$ cat src/rtl/bfa_pkg.sv
// Shared types, constants and sizes for the bitmap frame allocator.
package bfa_pkg;

    // Map geometry and frame size.
    localparam int NUM_FRAMES  = 1024;
    localparam int FRAME_SHIFT = 12;

    // The used map is kept as words; there are always at least two of them.
    localparam int WORD_W    = (NUM_FRAMES >= 64) ? 32 : NUM_FRAMES / 2;
    localparam int NUM_WORDS = NUM_FRAMES / WORD_W;
    localparam int WORD_SH   = $clog2(WORD_W);
    localparam int WIDX_W    = $clog2(NUM_WORDS);
    localparam int FIDX_W    = $clog2(NUM_FRAMES);

    // Field widths fixed by the interface.
    localparam int BASE_W  = 20;
    localparam int COUNT_W = 11;
    localparam int START_W = 11;
    localparam int ADDR_W  = 32;

    // Request kinds.
    localparam logic ACT_ALLOC = 1'b0;
    localparam logic ACT_FREE  = 1'b1;

    // Configuration register indexes.
    localparam logic CFG_BASE  = 1'b0;
    localparam logic CFG_COUNT = 1'b1;

    typedef enum logic [1:0] {
        ST_OK           = 2'd0,
        ST_NO_FRAME     = 2'd1,
        ST_MISALIGNED   = 2'd2,
        ST_OUT_OF_RANGE = 2'd3
    } t_status;

    typedef struct packed {
        logic                 action;
        logic [START_W-1:0]   start_index;
        logic [ADDR_W-1:0]    free_address;
    } t_req;

    typedef struct packed {
        t_status              status;
        logic [ADDR_W-1:0]    frame_address;
    } t_result;

    // Commands from the controller to the datapath.
    typedef struct packed {
        logic    load;      // capture the request
        logic    first_rd;  // read the first map word
        logic    next_rd;   // step to and read the next map word
        logic    wr;        // write back the modified map word
        logic    fin;       // latch the result
        t_status code;      // status to latch with fin
    } t_dp_cmd;

    // Status from the datapath to the controller.
    typedef struct packed {
        logic    is_free;   // request frees a frame
        logic    chk_ok;    // request passed its checks
        t_status chk_code;  // failure status when the checks fail
        logic    found;     // a free frame sits in the current word
        logic    last_word; // the current word is the last one in range
    } t_dp_sts;

endpackage

$ cat src/rtl/bfa_ram.sv
// Generic single-port-write, registered-read RAM.
module bfa_ram #(
    parameter int WIDTH = 32,
    parameter int DEPTH = 32
) (
    input  logic                     i_clk,
    input  logic                     i_wr_en,
    input  logic [$clog2(DEPTH)-1:0] i_wr_addr,
    input  logic [WIDTH-1:0]         i_wr_data,
    input  logic                     i_rd_en,
    input  logic [$clog2(DEPTH)-1:0] i_rd_addr,
    output logic [WIDTH-1:0]         o_rd_data
);

    logic [WIDTH-1:0] r_mem [DEPTH];
    logic [WIDTH-1:0] r_rd_data;

    // Write port.
    always_ff @(posedge i_clk) begin
        if (i_wr_en) begin
            r_mem[i_wr_addr] <= i_wr_data;
        end
    end

    // Registered read port.
    always_ff @(posedge i_clk) begin
        if (i_rd_en) begin
            r_rd_data <= r_mem[i_rd_addr];
        end
    end

    assign o_rd_data = r_rd_data;

endmodule

$ cat src/rtl/bfa_datapath.sv
// Datapath: configuration, request checks, map word scan and result register.
module bfa_datapath import bfa_pkg::*; (
    input  logic               i_clk,
    input  logic               i_rst_n,
    input  logic               i_cfg_we,
    input  logic               i_cfg_index,
    input  logic [BASE_W-1:0]  i_cfg_data,
    input  t_req               i_req,
    input  t_dp_cmd            i_cmd,
    output t_dp_sts            o_sts,
    output t_result            o_result
);

    logic [BASE_W-1:0]  r_base;
    logic [COUNT_W-1:0] r_count;
    t_req               r_req;
    logic [WIDX_W-1:0]  r_ptr;
    logic [WIDX_W-1:0]  r_last;
    logic [WORD_SH-1:0] r_bit;
    logic               r_rd_valid;
    logic [NUM_WORDS-1:0] r_row_valid;
    t_result            r_result;

    logic [31:0]        lim32;
    logic [31:0]        s32;
    logic [31:0]        frame32;
    logic [31:0]        diff32;
    logic [31:0]        lm1;
    logic               misal;
    logic               out_range;
    logic [FIDX_W-1:0]  fidx;
    logic [WIDX_W-1:0]  rd_addr;
    logic               rd_en;
    logic [WORD_W-1:0]  rd_data;
    logic [WORD_W-1:0]  word;
    logic [WORD_W-1:0]  cand;
    logic [WORD_SH-1:0] pos;
    logic [FIDX_W-1:0]  gidx;
    logic [FIDX_W-1:0]  gpos;
    logic [31:0]        alloc_addr;
    logic [WORD_W-1:0]  wr_data;

    // Configuration registers.
    always_ff @(posedge i_clk) begin
        if (!i_rst_n) begin
            r_base  <= '0;
            r_count <= '0;
        end else if (i_cfg_we) begin
            case (i_cfg_index)
                CFG_BASE:  r_base  <= i_cfg_data;
                CFG_COUNT: r_count <= i_cfg_data[COUNT_W-1:0];
                default:   r_base  <= r_base;
            endcase
        end
    end

    // Request checks on the captured beat.
    always_comb begin
        lim32 = (32'(r_count) < 32'(NUM_FRAMES)) ? 32'(r_count) : 32'(NUM_FRAMES);
        lm1     = lim32 - 32'd1;
        s32     = 32'(r_req.start_index);
        frame32 = r_req.free_address >> FRAME_SHIFT;
        diff32  = frame32 - 32'(r_base);
        misal   = |r_req.free_address[FRAME_SHIFT-1:0];
        out_range = (frame32 < 32'(r_base)) || (diff32 >= lim32);
        fidx    = (r_req.action == ACT_FREE) ? diff32[FIDX_W-1:0] : s32[FIDX_W-1:0];
    end

    always_comb begin
        o_sts.is_free = (r_req.action == ACT_FREE);
        if (r_req.action == ACT_FREE) begin
            o_sts.chk_ok   = !misal && !out_range;
            o_sts.chk_code = misal ? ST_MISALIGNED : ST_OUT_OF_RANGE;
        end else begin
            o_sts.chk_ok   = (s32 < lim32);
            o_sts.chk_code = ST_NO_FRAME;
        end
        o_sts.found     = |cand;
        o_sts.last_word = (r_ptr == r_last);
    end

    // Map read address and enable.
    assign rd_en   = i_cmd.first_rd || i_cmd.next_rd;
    assign rd_addr = i_cmd.first_rd ? fidx[FIDX_W-1:WORD_SH] : r_ptr + WIDX_W'(1);

    // A row that was never written since reset reads as all free.
    assign word = r_rd_valid ? rd_data : '0;

    // Free frames in the current word inside [start, limit).
    always_comb begin
        for (int b = 0; b < WORD_W; b++) begin
            gidx    = {r_ptr, WORD_SH'(b)};
            cand[b] = !word[b] && (32'(gidx) >= s32) && (32'(gidx) < lim32);
        end
    end

    // Lowest free frame in the word.
    always_comb begin
        pos = '0;
        for (int b = WORD_W - 1; b >= 0; b--) begin
            if (cand[b]) begin
                pos = WORD_SH'(b);
            end
        end
        gpos       = {r_ptr, pos};
        alloc_addr = (32'(r_base) + 32'(gpos)) << FRAME_SHIFT;
    end

    // Modified word: set the taken bit or clear the freed one.
    always_comb begin
        if (r_req.action == ACT_FREE) begin
            wr_data = word & ~(WORD_W'(1) << r_bit);
        end else begin
            wr_data = word | (WORD_W'(1) << pos);
        end
    end

    bfa_ram #(
        .WIDTH (WORD_W),
        .DEPTH (NUM_WORDS)
    ) u_map (
        .i_clk     (i_clk),
        .i_wr_en   (i_cmd.wr),
        .i_wr_addr (r_ptr),
        .i_wr_data (wr_data),
        .i_rd_en   (rd_en),
        .i_rd_addr (rd_addr),
        .o_rd_data (rd_data)
    );

    // Row valid bits stand in for clearing the map at reset.
    always_ff @(posedge i_clk) begin
        if (!i_rst_n) begin
            r_row_valid <= '0;
        end else if (i_cmd.wr) begin
            r_row_valid[r_ptr] <= 1'b1;
        end
    end

    // Request capture, scan pointer and read qualifier.
    always_ff @(posedge i_clk) begin
        if (i_cmd.load) begin
            r_req <= i_req;
        end
        if (i_cmd.first_rd) begin
            r_ptr  <= fidx[FIDX_W-1:WORD_SH];
            r_bit  <= fidx[WORD_SH-1:0];
            r_last <= lm1[FIDX_W-1:WORD_SH];
        end else if (i_cmd.next_rd) begin
            r_ptr <= rd_addr;
        end
        if (rd_en) begin
            r_rd_valid <= r_row_valid[rd_addr];
        end
    end

    // Result register.
    always_ff @(posedge i_clk) begin
        if (i_cmd.fin) begin
            r_result.status <= i_cmd.code;
            if (i_cmd.code == ST_OK && r_req.action == ACT_ALLOC) begin
                r_result.frame_address <= alloc_addr;
            end else begin
                r_result.frame_address <= '0;
            end
        end
    end

    assign o_result = r_result;

endmodule

$ cat src/rtl/bfa_ctrl.sv
// Controller: sequences request checks, the word scan and the write-back.
module bfa_ctrl import bfa_pkg::*; (
    input  logic     i_clk,
    input  logic     i_rst_n,
    input  logic     i_start,
    input  t_dp_sts  i_sts,
    output t_dp_cmd  o_cmd,
    output logic     o_busy,
    output logic     o_done
);

    typedef enum logic [1:0] {
        S_IDLE,
        S_CHECK,
        S_SCAN
    } t_state;

    t_state r_state;
    t_state n_state;
    logic   r_done;

    // Next state and commands.
    always_comb begin
        n_state    = r_state;
        o_cmd      = '0;
        o_cmd.code = ST_OK;
        case (r_state)
            S_IDLE: begin
                if (i_start) begin
                    o_cmd.load = 1'b1;
                    n_state    = S_CHECK;
                end
            end
            S_CHECK: begin
                if (!i_sts.chk_ok) begin
                    o_cmd.fin  = 1'b1;
                    o_cmd.code = i_sts.chk_code;
                    n_state    = S_IDLE;
                end else begin
                    o_cmd.first_rd = 1'b1;
                    n_state        = S_SCAN;
                end
            end
            S_SCAN: begin
                if (i_sts.is_free || i_sts.found) begin
                    o_cmd.wr  = 1'b1;
                    o_cmd.fin = 1'b1;
                    n_state   = S_IDLE;
                end else if (i_sts.last_word) begin
                    o_cmd.fin  = 1'b1;
                    o_cmd.code = ST_NO_FRAME;
                    n_state    = S_IDLE;
                end else begin
                    o_cmd.next_rd = 1'b1;
                end
            end
            default: begin
                n_state = S_IDLE;
            end
        endcase
    end

    // State and result strobe.
    always_ff @(posedge i_clk) begin
        if (!i_rst_n) begin
            r_state <= S_IDLE;
            r_done  <= 1'b0;
        end else begin
            r_state <= n_state;
            r_done  <= o_cmd.fin;
        end
    end

    assign o_busy = (r_state != S_IDLE);
    assign o_done = r_done;

endmodule

$ cat src/rtl/bitmap_frame_allocator.sv
// Top level of the first-fit bitmap frame allocator.
//
// A request beat is taken when start is high and busy is low. i_req.action
// selects allocate (scan from start_index for the first free frame below
// the frame count) or free (release the frame at free_address).
// The result beat appears on o_result for one cycle, marked by o_done; the
// receiver cannot hold it off. busy drops in the cycle o_done is high, so a
// new request may be taken in that same cycle.
// A failed check returns its result without reading the map, a free reads
// one map word and writes it back, and an allocation reads the 32-bit map
// words in turn (one word per cycle through the map RAM's single read port)
// until one holds a free frame or the last word in range has been read.
// One request is handled at a time.
// Configuration: i_cfg_we writes base frame number (index 0) or frame count
// (index 1) at once; write only while busy is low and no result is pending.
// Reset (synchronous, active low) clears both registers and the row valid
// bits of the map, so every frame reads as free immediately after reset;
// there is no clearing pass.
module bitmap_frame_allocator import bfa_pkg::*; (
    input  logic               i_clk,
    input  logic               i_rst_n,
    input  logic               i_cfg_we,
    input  logic               i_cfg_index,
    input  logic [BASE_W-1:0]  i_cfg_data,
    input  logic               start,
    output logic               busy,
    input  t_req               i_req,
    output logic               o_done,
    output t_result            o_result
);

    t_dp_cmd cmd;
    t_dp_sts sts;

    bfa_ctrl u_ctrl (
        .i_clk   (i_clk),
        .i_rst_n (i_rst_n),
        .i_start (start),
        .i_sts   (sts),
        .o_cmd   (cmd),
        .o_busy  (busy),
        .o_done  (o_done)
    );

    bfa_datapath u_dp (
        .i_clk       (i_clk),
        .i_rst_n     (i_rst_n),
        .i_cfg_we    (i_cfg_we),
        .i_cfg_index (i_cfg_index),
        .i_cfg_data  (i_cfg_data),
        .i_req       (i_req),
        .i_cmd       (cmd),
        .o_sts       (sts),
        .o_result    (o_result)
    );

    // A result beat only follows a cycle of work on a request.
    a_done_after_busy: assert property (@(posedge i_clk) disable iff (!i_rst_n)
        o_done |-> $past(busy))
        else $error("result strobe without a request in progress");

    // An accepted request makes the block busy.
    a_busy_after_start: assert property (@(posedge i_clk) disable iff (!i_rst_n)
        (start && !busy) |=> busy)
        else $error("request accepted but block not busy");

    // Failed requests return a zero address.
    a_fail_zero_addr: assert property (@(posedge i_clk) disable iff (!i_rst_n)
        (o_done && o_result.status != ST_OK) |-> (o_result.frame_address == '0))
        else $error("nonzero address with a failure status");

    // Returned addresses are frame aligned.
    a_addr_aligned: assert property (@(posedge i_clk) disable iff (!i_rst_n)
        o_done |-> (o_result.frame_address[FRAME_SHIFT-1:0] == '0))
        else $error("misaligned frame address returned");

endmodule

$ cat config.mk
export PLATFORM = sky130hd
export DESIGN_NAME = bitmap_frame_allocator
export DESIGN_NICKNAME = d
export VERILOG_FILES = /design/src/rtl/bfa_pkg.sv /design/src/rtl/bfa_ram.sv /design/src/rtl/bfa_datapath.sv /design/src/rtl/bfa_ctrl.sv /design/src/rtl/bitmap_frame_allocator.sv
export SDC_FILE = /design/constraint.sdc
export NUM_CORES = 2
export LEC_CHECK = 0
export BUFFER_PORTS_ARGS = -buffer_cell sky130_fd_sc_hd__buf_2
export CORE_MARGIN = 1
export CORE_UTILIZATION = 63
export DETAILED_ROUTE_END_ITERATION = 10
export PLACE_DENSITY = 0.9
export SLEW_MARGIN = 20
export SYNTH_ARGS = -nofsm -noshare
export SYNTH_HDL_FRONTEND = slang
export SYNTH_SLANG_ARGS = --single-unit
$ cat constraint.sdc
create_clock -name i_clk -period 7.8 [get_ports i_clk]
set_clock_uncertainty 0.05 [all_clocks]
set_input_delay 1.17 -clock i_clk [delete_from_list [all_inputs] [get_ports i_clk]]
set_output_delay 1.17 -clock i_clk [all_outputs]
set_load 0.01 [all_outputs]
==> results.cfg <==
[global_routing]
grt_max_degree = 163
grt.total_usage_pct = 37.72
grt_pass1_wl_um = 227200
grt_pass1_vias = 36289
grt-ovfl-total = 0
antenna_found_initial = 0

[route]
totalWireLength_um = 158200
initialDrtViolationCount = 6775
num_vias = 37431
final_antenna_net_count = 0
wire_per_inst_um = 30.02
dr.pass1.iters = 9
via_per_inst = 7.104
drc_errors = 0

[layout]
final_common_cell = edfxtp_1
drive_gt1_share_pct = 11.22
mostFrequentLayoutCells = 1138 x edfxtp_1, 1002 x nand2_1, 358 x nand3_1, 165 x nor2_1, 113 x clkbuf_16
nets = 4254
fillers = 4627
finalInstanceArea_um2 = 56950
synthToLayoutAreaGrowth_pct = 11.27

[timing]
slew_viol_final = 0
max_freq_ghz = 0.1392
setup_viol = 0
finalSetupTns_ns = 0
maxSlewHeadroom_pct = 18.39
timing.final.crit_share_pct = 92.07
max_slew.worst_pin.slew_ns = 1.224
hold_viol = 0
hold_ws_ns = 0.4254
fin_crit_ns = 7.182
rsz0062_at_grt = false

[cts]
clk_pin_slew_ns = 0.07
post_cts_resize_count = 0
cts.sinks = 1204
postCtsSetupBuffers = 0
htree_levels = 3
cts_tree = built
cts_hold_buf = 0
numCtsBuffers = 113
clock_latency_ns = 0.74
ctsLongestPathBuffers = 3
clockRootBuffer = clkbuf_16

[die]
die_width_um = 287.0
ios = 105
floorplan.rows = 104
die_area_um2 = 82390
start_util_pct = 63.65
coreArea_um2 = 80420
die_h_um = 287.0

[placed_design]
place_congestion = 1.034
dpl_cell_area_um2 = 53260
hpwl_um = 85250
port_buffers = 92

[logic_synthesis]
yosys_warnings = 0
synth.cell_area_um2 = 51190
ys.flop_type = edfxtp_1
ys_seq_elements = 1204
avgSynthCellArea_um2 = 12.62
syn_inst = 4056
async_flop_share_pct = 0
synth_cell_type_count = 100
seq_area_frac_synth_pct = 69.34
synth_edf_count = 1138

[setup_path]
endpoint_kind = flop
crit_fanout = 22
cp.arrival_ns = 7.55
criticalPathCategory = flop to flop
crit_required_ns = 8.17
crit_path_start_kind = flop

[status]
status = finished clean

[flow_run]
maxCapViolCount = 0

[power_and_ir_drop]
p_per_area_nw_per_um2 = 242.7
p_leak_nw = 19.25
ir_drop_mv = 0.2275
total_power_mw = 13.82

[worst_hold_path]
hold_class = flop to flop
-- kinds of logic after synthesis --
kind of cell | after synthesis | share of synthesized area [%]
compound gates | 572 | 8.548
mux | 113 | 2.242
fa+ha+maj | 69 | 1.701
xor+xnor | 42 | 0.7187
other cells | 1 | 0.007326
flops | 1204 | 69.34
buf+inv | 300 | 2.613
simple gates | 1755 | 14.83
-- synth_stat cells, types with 28 or more instances --
library cell,instances,area (um2)
edfxtp_1,1138,34170
nand2_1,1007,3780
nand3_1,358,1792
nor2_1,199,747.0
clkbuf_1,119,446.7
a32oi_1,107,937.2
a31oi_1,106,663.1
mux2i_1,105,1051
a21oi_1,85,425.4
buf_2,85,425.4
ha_1,68,850.8
dfxtp_1,66,1321
inv_1,55,206.5
o21ai_0,55,275.3
nand4_1,38,237.7
xnor2_1,35,306.5
a2111oi_2,28,420.4
-- layout make-up --
type | count | area, um2 | area share, %
Clock inverter | 58 | 574.3 | 1.008
Timing Repair Buffer | 175 | 1354 | 2.377
Antenna cell | 1 | 2.502 | 0.004394
Inverter | 59 | 229.0 | 0.4020
Multi-Input combinational cell | 2563 | 14980 | 26.30
Clock buffer | 149 | 2993 | 5.255
Tap cell | 1060 | 1326 | 2.329
Sequential cell | 1204 | 35490 | 62.32
-- per-layer routing --
metal  vias up  part of all wire (%)  global-route usage [%]
met2      3776                    45                   57.58
met4         0                   8.1                   25.59
li1      15170                     -                       -
met5         -                     0                 0.05814
met3       914                    16                   10.04
met1     17571                    32                   47.52
-- final timing paths --
kind                       end             start  cells past startpoint  slack [ns]
max          u_dp.o_result[31]  u_dp.r_count[10]                     27        0.62
min            u_dp.r_base[10]   u_dp.r_base[10]                      2        0.43
max reg2reg  u_dp.o_result[31]  u_dp.r_count[10]                     27        0.62
min reg2reg    u_dp.r_base[10]   u_dp.r_base[10]                      2        0.43
-- power breakdown --
group	switching [mW]	internal [mW]	total, mW
clock	2.47	2.94	5.41
sequential	0.0415	7.14	7.18
combinational	0.864	0.365	1.23
total	3.38	10.4	13.8
-- through the flow --
| step | std cells | utilization (%) | setup WS [ns] |
|---|---|---|---|
| 5_1_grt | 5268 | 70.82 | 0.2048 |
| 4_1_cts | 5268 | 70.67 | 0.8350 |
| 3_3_place_gp | 5060 | 66.17 | 1.133 |
| 6_report | 5269 | 70.82 | 0.6184 |
| 2_1_floorplan | 4067 | - | 2.420 |
| 3_5_place_dp | 5061 | 66.23 | 0.9139 |
-- sequential cells by signal (all words and copies together) (netlist names) --
register              cells
u_dp.r_req               23
u_dp.u_map.o_rd_data     32
u_dp.o_result            22
u_dp.u_map.r_mem       1024
u_dp.r_row_valid         32
u_ctrl.o_done             1
u_dp.r_rd_valid           1
u_dp.r_bit                5
u_dp.r_ptr                5
u_dp.r_count             11
u_dp.o_sts                1
u_dp.r_last               5
u_dp.frame32             20
u_dp.r_base              20
u_ctrl.r_state            2
-- critical path: stages (launching register included) --
cell and delay, ns:
dfxtp_1 0.75, inv_2 0.24, nand2_1 0.23, ha_1 0.26, and4_1 0.54, a32o_1 0.33, a21oi_1 0.09, o2111ai_1 0.24
a31oi_1 0.12, a21oi_1 0.15, a2bb2oi_1 0.19, o21a_1 0.15, o211ai_1 0.12, a21oi_1 0.20, o32ai_1 0.20, o21ai_0 0.38
inv_1 0.19, ha_1 0.26, inv_1 0.09, a211oi_1 0.07, a311oi_1 0.35, nand3_1 0.17, a311oi_2 0.50, o21ai_2 0.20
o41ai_4 0.40, nor3_1 0.13, xnor2_1 0.20, nor2_1 0.07
Note: power is estimated with default switching activity, not from simulation.
